File: config.mk
export PLATFORM = sky130hd
export DESIGN_NAME = crc_checked_frame_receiver_unit
export DESIGN_NICKNAME = d
export VERILOG_FILES = /design/src/rtl/core/crcfr_pkg.sv /design/src/rtl/core/crcfr_ram.sv /design/src/rtl/core/crcfr_ctrl.sv /design/src/rtl/core/crc_checked_frame_receiver_unit.sv
export SDC_FILE = /design/constraint.sdc
export NUM_CORES = 2
export LEC_CHECK = 0
export BUFFER_PORTS_ARGS = -buffer_cell sky130_fd_sc_hd__buf_2
export CAP_MARGIN = 15
export CORE_AREA = 3 3 876 660
export CTS_BUF_LIST = sky130_fd_sc_hd__clkbuf_2
export DETAILED_ROUTE_END_ITERATION = 12
export DIE_AREA = 0 0 879 663
export PLACE_DENSITY = 0.43
export SYNTH_ARGS = -nofsm -noshare
export SYNTH_HDL_FRONTEND = slang
export SYNTH_SLANG_ARGS = --single-unit
File: constraint.sdc
create_clock -name clk -period 12 [get_ports clk]
set_input_delay 3.6 -clock clk [delete_from_list [all_inputs] [get_ports clk]]
set_output_delay 3.6 -clock clk [all_outputs]
set_load 0.02 [all_outputs]
File: src/rtl/core/crcfr_pkg.sv
`timescale 1ns / 1ps
// Shared types, constants and the CRC-32 byte update for the frame receiver.
// Used by crcfr_ctrl and crc_checked_frame_receiver_unit; depends on nothing.
package crcfr_pkg;

  // Field widths of the request and result channels.
  localparam int REQ_W    = 2;
  localparam int DATA_W   = 8;
  localparam int IDX_W    = 9;
  localparam int STATUS_W = 3;
  localparam int CMD_W    = 32;
  localparam int FLEN_W   = 10;
  localparam int WORD_W   = 32;

  // Frame layout and defaults.
  localparam int BUFFER_BYTES_DEF = 512;
  localparam int HEADER_BYTES     = 12;
  localparam int CRC_START        = 8;
  localparam int LEN_BYTES        = 4;
  localparam logic [DATA_W-1:0] TIMEOUT_RESET = 8'd3;
  localparam logic [WORD_W-1:0] CRC_POLY      = 32'hEDB88320;

  // Request kinds.
  typedef enum logic [REQ_W-1:0] {
    REQ_BYTE = 2'd0,
    REQ_TICK = 2'd1,
    REQ_READ = 2'd2
  } req_t;

  // Result status codes.
  typedef enum logic [STATUS_W-1:0] {
    ST_BYTE    = 3'd0,
    ST_ACCEPT  = 3'd1,
    ST_CRC_BAD = 3'd2,
    ST_SHORT   = 3'd3,
    ST_TIMEOUT = 3'd4,
    ST_READ    = 3'd5
  } status_t;

  // Result of one request, as handed from the control logic to the output register.
  typedef struct packed {
    status_t           status;
    logic [CMD_W-1:0]  cmd;
    logic [FLEN_W-1:0] flen;
    logic              rd_valid;
  } res_t;

  // Reflected CRC-32 update by one byte, LSB first.
  function automatic logic [WORD_W-1:0] crc_byte(input logic [WORD_W-1:0] crc_in,
                                                 input logic [DATA_W-1:0] b);
    logic [WORD_W-1:0] c;
    c = crc_in ^ {{(WORD_W-DATA_W){1'b0}}, b};
    for (int k = 0; k < DATA_W; k++) begin
      c = c[0] ? ((c >> 1) ^ CRC_POLY) : (c >> 1);
    end
    return c;
  endfunction

endpackage

File: src/rtl/core/crcfr_ram.sv
`timescale 1ns / 1ps
// Generic single-port synchronous RAM with a registered read port.
// No dependencies; contents are undefined until written.
module crcfr_ram #(
  parameter int WIDTH = 8,
  parameter int DEPTH = 512
) (
  input  logic                     clk,
  input  logic                     we,
  input  logic                     re,
  input  logic [$clog2(DEPTH)-1:0] addr,
  input  logic [WIDTH-1:0]         wdata,
  output logic [WIDTH-1:0]         rdata
);

  logic [WIDTH-1:0] mem_r [DEPTH];
  logic [WIDTH-1:0] rdata_r;

  // Write port and registered read; the read data holds until the next read.
  always_ff @(posedge clk) begin
    if (we) begin
      mem_r[addr] <= wdata;
    end
    if (re) begin
      rdata_r <= mem_r[addr];
    end
  end

  assign rdata = rdata_r;

endmodule

File: src/rtl/core/crcfr_ctrl.sv
`timescale 1ns / 1ps
// Frame state, CRC update and completion check for the frame receiver.
// Uses crcfr_pkg; drives the address and write side of the frame buffer RAM.
module crcfr_ctrl
  import crcfr_pkg::*;
#(
  parameter int BUFFER_BYTES = BUFFER_BYTES_DEF,
  localparam int AW = $clog2(BUFFER_BYTES)
) (
  input  logic              clk,
  input  logic              rst_n,
  input  logic              accept,
  input  logic [REQ_W-1:0]  req_type,
  input  logic [DATA_W-1:0] rx_byte,
  input  logic [IDX_W-1:0]  read_index,
  input  logic              cfg_we,
  input  logic [DATA_W-1:0] cfg_data,
  output res_t              res,
  output logic              mem_we,
  output logic              mem_re,
  output logic [AW-1:0]     mem_addr,
  output logic [DATA_W-1:0] mem_wdata
);

  localparam int FW = $clog2(BUFFER_BYTES + 1);
  localparam logic [FW-1:0]     FILL_FULL = FW'(BUFFER_BYTES);
  localparam logic [WORD_W-1:0] DEPTH_W32 = WORD_W'(BUFFER_BYTES);

  logic [FW-1:0]     fill_r,    fill_nxt;
  logic [DATA_W-1:0] idle_r,    idle_nxt;
  logic [WORD_W-1:0] crc_r,     crc_nxt;
  logic [WORD_W-1:0] decl_r,    decl_nxt;
  logic [WORD_W-1:0] rxcrc_r,   rxcrc_nxt;
  logic [CMD_W-1:0]  cmd_r,     cmd_nxt;
  logic [DATA_W-1:0] timeout_r, timeout_nxt;

  logic [DATA_W-1:0] idle_inc;
  logic [AW+IDX_W-1:0] idx_wide;
  logic [AW-1:0]     idx_addr;
  logic              idx_in_range;
  logic [4:0]        lane;

  // Read index mapped onto the buffer address space.
  assign idx_wide     = {{AW{1'b0}}, read_index};
  assign idx_addr     = idx_wide[AW-1:0];
  assign idx_in_range = ({{(WORD_W-IDX_W){1'b0}}, read_index} < DEPTH_W32);
  assign lane         = {fill_r[1:0], 3'b000};
  assign idle_inc     = idle_r + 8'd1;

  // Next state and result for the request accepted this cycle.
  always_comb begin
    fill_nxt    = fill_r;
    idle_nxt    = idle_r;
    crc_nxt     = crc_r;
    decl_nxt    = decl_r;
    rxcrc_nxt   = rxcrc_r;
    cmd_nxt     = cmd_r;
    timeout_nxt = cfg_we ? cfg_data : timeout_r;
    res         = '{status: ST_BYTE, cmd: '0, flen: '0, rd_valid: 1'b0};
    mem_we      = 1'b0;
    mem_re      = 1'b0;
    mem_addr    = fill_r[AW-1:0];
    mem_wdata   = rx_byte;

    if (accept) begin
      case (req_t'(req_type))
        REQ_BYTE: begin
          idle_nxt = '0;
          // Store the byte and fold it into the header fields or the CRC.
          if (fill_r < FILL_FULL) begin
            mem_we = 1'b1;
            if (fill_r < FW'(LEN_BYTES)) begin
              decl_nxt[lane +: DATA_W] = rx_byte;
            end else if (fill_r < FW'(CRC_START)) begin
              rxcrc_nxt[lane +: DATA_W] = rx_byte;
            end else begin
              crc_nxt = crc_byte(crc_r, rx_byte);
              if (fill_r < FW'(HEADER_BYTES)) begin
                cmd_nxt[lane +: DATA_W] = rx_byte;
              end
            end
            fill_nxt = fill_r + 1'b1;
          end
          // Frame complete once the header and the declared length are in.
          if (fill_nxt >= FW'(HEADER_BYTES) && WORD_W'(fill_nxt) >= decl_nxt) begin
            res.cmd  = cmd_nxt;
            res.flen = decl_nxt[FLEN_W-1:0];
            if (decl_nxt < WORD_W'(HEADER_BYTES)) begin
              res.status = ST_SHORT;
            end else if (~crc_nxt == rxcrc_nxt) begin
              res.status = ST_ACCEPT;
            end else begin
              res.status = ST_CRC_BAD;
            end
            fill_nxt = '0;
            crc_nxt  = '1;
          end
        end
        REQ_TICK: begin
          // Idle timeout discards any partial frame.
          if (idle_inc >= timeout_r) begin
            fill_nxt   = '0;
            crc_nxt    = '1;
            idle_nxt   = '0;
            res.status = ST_TIMEOUT;
          end else begin
            idle_nxt = idle_inc;
          end
        end
        REQ_READ: begin
          res.status   = ST_READ;
          res.rd_valid = idx_in_range;
          mem_re       = 1'b1;
          mem_addr     = idx_addr;
        end
        default: ;
      endcase
    end
  end

  // State registers.
  always_ff @(posedge clk) begin
    if (!rst_n) begin
      fill_r    <= '0;
      idle_r    <= '0;
      crc_r     <= '1;
      decl_r    <= '0;
      rxcrc_r   <= '0;
      timeout_r <= TIMEOUT_RESET;
    end else begin
      fill_r    <= fill_nxt;
      idle_r    <= idle_nxt;
      crc_r     <= crc_nxt;
      decl_r    <= decl_nxt;
      rxcrc_r   <= rxcrc_nxt;
      timeout_r <= timeout_nxt;
    end
  end

  // Command word is always rewritten before a frame can complete.
  always_ff @(posedge clk) begin
    cmd_r <= cmd_nxt;
  end

endmodule

File: src/rtl/core/crc_checked_frame_receiver_unit.sv
`timescale 1ns / 1ps
// Length-prefixed frame receiver with CRC-32 check and a byte-wide frame buffer.
// A result appears in the cycle after its request is accepted (output register).
// Throughput: one request per cycle unless stalled; at most one RAM access per request.
// Reset (synchronous, rst_n low): empty fill, idle count zero, timeout 3, output empty.
// Buffer contents are not cleared by reset and are undefined until written.
module crc_checked_frame_receiver_unit
  import crcfr_pkg::*;
#(
  parameter int BUFFER_BYTES = BUFFER_BYTES_DEF
) (
  input  logic                clk,
  input  logic                rst_n,
  input  logic                in_valid,
  output logic                in_stall,
  input  logic [REQ_W-1:0]    in_req_type,
  input  logic [DATA_W-1:0]   in_rx_byte,
  input  logic [IDX_W-1:0]    in_read_index,
  output logic                out_valid,
  input  logic                out_stall,
  output logic [STATUS_W-1:0] out_status,
  output logic [CMD_W-1:0]    out_command_code,
  output logic [FLEN_W-1:0]   out_frame_length,
  output logic [DATA_W-1:0]   out_read_data,
  input  logic                cfg_valid,
  output logic                cfg_ready,
  input  logic [DATA_W-1:0]   cfg_data
);

  localparam int AW = $clog2(BUFFER_BYTES);

  logic              accept;
  res_t              res;
  logic              mem_we;
  logic              mem_re;
  logic [AW-1:0]     mem_addr;
  logic [DATA_W-1:0] mem_wdata;
  logic [DATA_W-1:0] mem_rdata;
  logic              out_valid_r, out_valid_nxt;
  res_t              out_res_r;

  // Handshake: a new request enters whenever the output register is free or draining.
  assign in_stall  = out_valid_r && out_stall;
  assign accept    = in_valid && !in_stall;
  assign cfg_ready = 1'b1;

  crcfr_ctrl #(
    .BUFFER_BYTES(BUFFER_BYTES)
  ) u_ctrl (
    .clk       (clk),
    .rst_n     (rst_n),
    .accept    (accept),
    .req_type  (in_req_type),
    .rx_byte   (in_rx_byte),
    .read_index(in_read_index),
    .cfg_we    (cfg_valid && cfg_ready),
    .cfg_data  (cfg_data),
    .res       (res),
    .mem_we    (mem_we),
    .mem_re    (mem_re),
    .mem_addr  (mem_addr),
    .mem_wdata (mem_wdata)
  );

  crcfr_ram #(
    .WIDTH(DATA_W),
    .DEPTH(BUFFER_BYTES)
  ) u_buf (
    .clk  (clk),
    .we   (mem_we),
    .re   (mem_re),
    .addr (mem_addr),
    .wdata(mem_wdata),
    .rdata(mem_rdata)
  );

  // Output register valid flag.
  assign out_valid_nxt = accept ? 1'b1 : (out_stall ? out_valid_r : 1'b0);

  always_ff @(posedge clk) begin
    if (!rst_n) begin
      out_valid_r <= 1'b0;
    end else begin
      out_valid_r <= out_valid_nxt;
    end
  end

  // Output payload; read data comes straight from the RAM's read register.
  always_ff @(posedge clk) begin
    if (accept) begin
      out_res_r <= res;
    end
  end

  assign out_valid        = out_valid_r;
  assign out_status       = out_res_r.status;
  assign out_command_code = out_res_r.cmd;
  assign out_frame_length = out_res_r.flen;
  assign out_read_data    = out_res_r.rd_valid ? mem_rdata : '0;

  // Every accepted request yields a result in the next cycle.
  assert property (@(posedge clk) disable iff (!rst_n) accept |=> out_valid)
    else $error("accepted request produced no result");

  // Read data is nonzero only on read results.
  assert property (@(posedge clk) disable iff (!rst_n)
    (out_valid && out_status != ST_READ) |-> (out_read_data == '0))
    else $error("read data on a non-read result");

  // Command and length are only reported on frame completion.
  assert property (@(posedge clk) disable iff (!rst_n)
    (out_valid && out_status != ST_ACCEPT && out_status != ST_CRC_BAD &&
     out_status != ST_SHORT) |-> (out_command_code == '0 && out_frame_length == '0))
    else $error("frame fields on a non-completion result");

  // A stalled result is replaced only after it is taken.
  assert property (@(posedge clk) disable iff (!rst_n)
    (out_valid && out_stall) |=> (out_valid && $stable(out_res_r)))
    else $error("stalled result changed");

endmodule

* Yosys cells after proc, flatten, opt, wreduce, memory -nomap -nowiden *
Memories as Yosys holds them, arrays and structs flattened. A register that Yosys moved wholly into a read port is not among the register bits.
Index checks and enable logic that the tools add are counted.

operators by class
  add/sub/neg operators = 3
  magnitude comparators = 8
  equal/unequal tests = 5
  shift-type cells = 2
  multiplexer cells = 57
  bitwise logic cells = 10
  reductions and logical operators = 10

operator list
  cell                      number
  $mux W32                  28
  $not A13 Y14              8
  $bwmux W32                3
  $pmux W32 S2              1
  $mux W10                  5
  $mux W45                  1
  $eq A32 B32 Y1            1
  $ge A10 B32 Y1            1
  $lt A32 B4 Y1 const B     1
  $not A32 Y32              1
  $shift A8 B7 Y32 const A  1
  $shiftx A8 B7 Y32         1
  $xor A32 B8 Y32           1
  $lt A10 B4 Y1 const B     2
  $pmux W10 S2              1
  $mux W9                   2
  $mux W8                   2
  $pmux W8 S2               1
  $add A10 B1 Y10 const B   1
  $ge A10 B4 Y1 const B     1
  $lt A10 B10 Y1 const B    1
  $lt A10 B3 Y1 const B     1
  $mux W1                   9
  $pmux W3 S3               1
  other kinds (14)          20

word-level totals
  register bits = 201
  memory bits (writable) = 4096
  memories kept = 1

memories
  memory       words  bits a word  rd ports  clocked after memory_dff  write ports  RTL line         text
  u_buf.mem_r  512    8            1         1                         1            crcfr_ram.sv:16  logic [WIDTH-1:0] mem_r [DEPTH];

* Depth between registers and ports, before layout *
  depth after elaboration = 28
  mapped depth = 23
  gate-level depth less buffers = 17

* Cells and area by module *
Synthesis repeated with hierarchy kept, for this count alone.

unflattened totals
  cells, all modules = 8779
  area total of the unflattened synthesis = 169983.0 um2

by module, submodules not included
  module                           times used  cells an instance  area each (um2)
  crcfr_ram                        1           7575               158439.5
  crcfr_ctrl                       1           1099               9720.6
  crc_checked_frame_receiver_unit  1           105                1823.0

* Worst setup path after synthesis *
No wires, ideal clock.

  path kind = input-to-output
  start point = input out_stall
  end point = output in_stall
  arrival time = 3.833 ns
  setup slack = 4.567 ns
  cell stages on the path = 1
  path buffers = 0
  cells stage by stage = and2_1

between the ends
  longest elaborated chain between the ends = 1

ends and longest elaborated chain
  element              RTL line                               text
  start: declaration   crc_checked_frame_receiver_unit.sv:20  input logic out_stall,
  $logic_and A1 B1 Y1  crc_checked_frame_receiver_unit.sv:43  assign in_stall = out_valid_r && out_stall;
  end: declaration     crc_checked_frame_receiver_unit.sv:15  output logic in_stall,

Every way passes these cells.

* Worst setup path in the final report *
  start point = input in_req_type[0]
  end point = register u_buf.rdata_r[0], in the netlist u_buf.rdata[0] (read register of u_buf.mem_r), data pin

between the ends
  longest elaborated chain between the ends = 3
  elaborated cells on any way between the ends = 5
  those cells by class = eq/ne: 1; mux: 4

ends and longest elaborated chain
  element                                    RTL line                               text
  start: declaration                         crc_checked_frame_receiver_unit.sv:16  input logic [REQ_W-1:0] in_req_type,
  $eq A2 B2 Y1 (*)                           crcfr_ctrl.sv:66                       case (req_t'(req_type))
  $mux W9 / $mux W1 (equally long branches)  crcfr_ctrl.sv:66
  $mux W9 / $mux W1 (equally long branches)  crcfr_ctrl.sv:65                       if (accept) begin
  end: declaration                           crcfr_ram.sv:17                        logic [WIDTH-1:0] rdata_r;

Every way passes the cells marked *; elsewhere a longest branch is shown, timed or not.
A chain may end at the register's enable or synchronous reset.

==> reports/results.tsv <==
metric	value	unit
synth_edf_count	4182	
coreArea	569600	µm²
reg2reg_depth	14	
synthFlopType	edfxtp_1	
stdcell_count	18780	
min_path_cells	2	
multiInputGateArea	40650	µm²
grt_pass1_wl	937500	µm
critPathRequiredTime	14.16	ns
cts_buffers	1136	
slew_viol_final	0	
violations	capacitance limit	
via_per_inst	5.642	
fin_crit	8.445	ns
layout_setup_ws	3.555	ns
syn2layout_area_growth	12.28	%
clk_latency	2.46	ns
wl_per_cell	37.92	µm
hold_class	flop to flop	
status	finished, violations left	
dp.cells	16886	
rows	240	
max_freq	118.4	MHz
dieArea	582800	µm²
synth_cells	9431	
slowest_delay	1.13	ns
die_x	879	µm
ios	88	
synth_area_per_cell	18.11	µm²
worst-path-buf-inv	4	
grt_pass1_vias	101507	
maxSlewHeadroom	1.236	%
netlist_area	170800	µm²
clk_pin_slew	0.12	ns
yosysWarnings	0	
start_util	29.99	%
cts_resized	0	
postCtsSetupBuffers	0	
dieHeight	663	µm
drt-pass1-iter-count	8	
worst_path_most_repeated_cell	buf_4	
path_max_fanout	55	
cap_violations	1	
synth_seq_cells	4305	
cts.sinks	4305	
antenna_found_initial	112	
power.density	145.6	nW/µm²
drtIter0Drc	18058	
ys_seq_area_share	74.96	%
fin_crit_sh	70.38	%
hold_viol	0	
io_buffers	86	
fin_nets	10479	
synth_cell_types	100	
synth_top_area_cell	edfxtp_1	
via_count	105966	
cts_hold_buf	0	
grt_max_degree	169	
worstSetupPathDepth	12	
worst-r2r-setup-slack	5.03	ns
drive_above_1_share	27.58	%
setup_viol	0	
grt_setup_unrepaired	false	
cts_max_level	7	
clock-root-buffer	clkbuf_2	
ir_worst_vdd	0.1013	mV
p_leak	59.08	nW
track_usage	23.85	%
cpMaxStageDelayCell	nor4_1	
end_kind	flop	
yosys.area.top_type_share	73.52	%
drc	0	
netlist_top_cells_area	edfxtp_1 (74%), mux4_2 (8.5%), mux2i_1 (3.2%), nor2_1 (1.5%), dfxtp_1 (1.4%)	
pre_cts_ws	1.623	ns
worstMarginPinSlew	1.444	ns
crit_chain	buf_2, nand2b_2, inv_1, nand2_4, buf_4, a21oi_4, buf_4, o22ai_1, nor4_1, a31oi_2, or4_1, a211o_1	
wirelength	712200	µm
syn-num-nets	9487	
regArea	128000	µm²
ant_nets	0	
path_class	input port to flop	
cts_tree	done	
cts.path.max_buffers	5	
gp_routability_congestion	0.9235	
setup_tns	0	ns
arrival	10.60	ns
synth-async-reset-ratio	0	%
finClkSkew	0.2728	ns
start_kind	input port	
gr-total-overflow	0	
fillers	54974	
place_hpwl	462600	µm
crit_family	simple AND/OR/NAND/NOR gates	
[final cells by class]
type                       count  share of cell area [%]
multi-input combinational   4431                   21.20
antenna                       96                  0.1253
clock buffer                1567                   4.089
sequential                  4305                   66.77
clock inverter               209                  0.5820
timing repair buffer         508                   2.187
inverter                      41                 0.08090
tap                         7623                   4.973
[report_power, final]
group          switching [mW]  internal [mW]  leakage [nW]
registers              0.0101           16.5          38.6
logic                    1.09          0.455          13.4
clock network            6.22           3.68          7.09
total                    7.31           20.6          59.1
[state kept, by name (all words and copies together) (netlist names)]
| name | flops |
|---|---|
| out_command_code | 32 |
| u_buf.mem_r | 4096 |
| u_ctrl.crc_r | 32 |
| u_ctrl.idle_r | 8 |
| out_frame_length | 10 |
| u_ctrl.decl_r | 32 |
| u_buf.rdata | 8 |
| u_ctrl.cmd_r | 32 |
| out_status | 3 |
| u_ctrl.rxcrc_r | 32 |
| u_ctrl.timeout_r | 8 |
| out_valid | 1 |
| u_ctrl.fill_r | 10 |
| out_res_r | 1 |
[placed cells by master (no fill, tap or decap), types with 22 or more instances in the layout]
master,count
edfxtp_1,4182
clkbuf_2,1568
nor2_1,691
mux4_2,643
mux2i_1,547
nand2_1,390
buf_4,356
a21oi_1,275
o22ai_1,270
a22oi_1,228
clkinv_1,154
o21ai_0,147
dfxtp_1,123
nand3_1,119
nor4_1,117
diode_2,96
mux2_2,87
buf_2,81
xnor2_1,61
nand4_1,43
a32oi_1,41
nor2b_1,41
inv_1,37
a211oi_1,33
xor2_1,31
a2111oi_0,31
nor3_1,31
buf_12,31
and2_1,27
a222oi_1,26
buf_6,25
ha_1,24
clkinv_2,23
o22a_1,23
inv_2,22
a31oi_1,22
a22o_1,22
[logic make-up after synthesis]
kind of cell | after synthesis | share of synthesized area, %
AO/OA/AOI/OAI | 1367 | 5.355
flip-flops | 4305 | 74.96
multiplexers | 1284 | 12.30
XOR/XNOR | 125 | 0.9061
other | 1 | 0.002195
AND/OR/NAND/NOR | 1630 | 4.361
buffers and inverters | 695 | 1.939
adder cells (fa/ha/maj) | 24 | 0.1758
[cell usage after synthesis, types with 15 or more instances]
cell / number
edfxtp_1: 4182
nor2_1: 697
mux4_2: 643
mux2i_1: 553
nand2_1: 399
clkbuf_1: 307
a21oi_1: 295
o22ai_1: 274
a22oi_1: 228
buf_2: 179
o21ai_0: 150
nand3_1: 131
dfxtp_1: 123
nor4_1: 122
buf_4: 112
mux2_2: 88
xnor2_1: 61
buf_1: 49
a31oi_1: 46
nand4_1: 43
nor2b_1: 43
a32oi_1: 41
inv_1: 39
a2111oi_0: 37
a211oi_1: 34
nor3_1: 34
xor2_1: 31
and2_1: 27
a222oi_1: 26
ha_1: 24
o22a_1: 23
a22o_1: 22
nand2b_1: 21
o211ai_1: 21
o31a_1: 19
or4_1: 19
a21o_1: 17
and3_1: 16
xnor3_1: 16
o2111ai_1: 15
o31ai_1: 15
[worst min-delay path, stage by stage, from the launching register on]
cell and delay [ns]:
dfxtp_1 0.33, nand2_1 0.05, a21oi_1 0.05
[stage by stage]
stage	power (mW)	instance area (µm²)	utilization (%)	hold slack, ns
2_1_floorplan	17.56	170800	-	0.4320
3_3_place_gp	18.33	182000	31.95	0.4456
3_5_place_dp	18.35	182400	32.02	0.4543
4_1_cts	28.13	191300	33.59	0.4675
5_1_grt	28.96	191600	33.63	0.4837
6_report	27.92	191800	33.67	0.4667
[per-layer routing]
metal	share of wire [%]	GRT usage, %
met5	0.044	0.2782
met4	3.3	9.234
met3	12	8.198
met2	41	32.40
met1	43	34.76
[worst paths after layout]
check,endpoint,start
setup / recovery,u_buf.rdata[0],in_req_type[0]
hold / removal,u_ctrl.decl_r[24],u_ctrl.decl_r[24]
setup reg to reg,u_buf.rdata[3],out_valid
hold reg to reg,u_ctrl.decl_r[24],u_ctrl.decl_r[24]
Note: power is estimated with default switching activity, not from simulation.
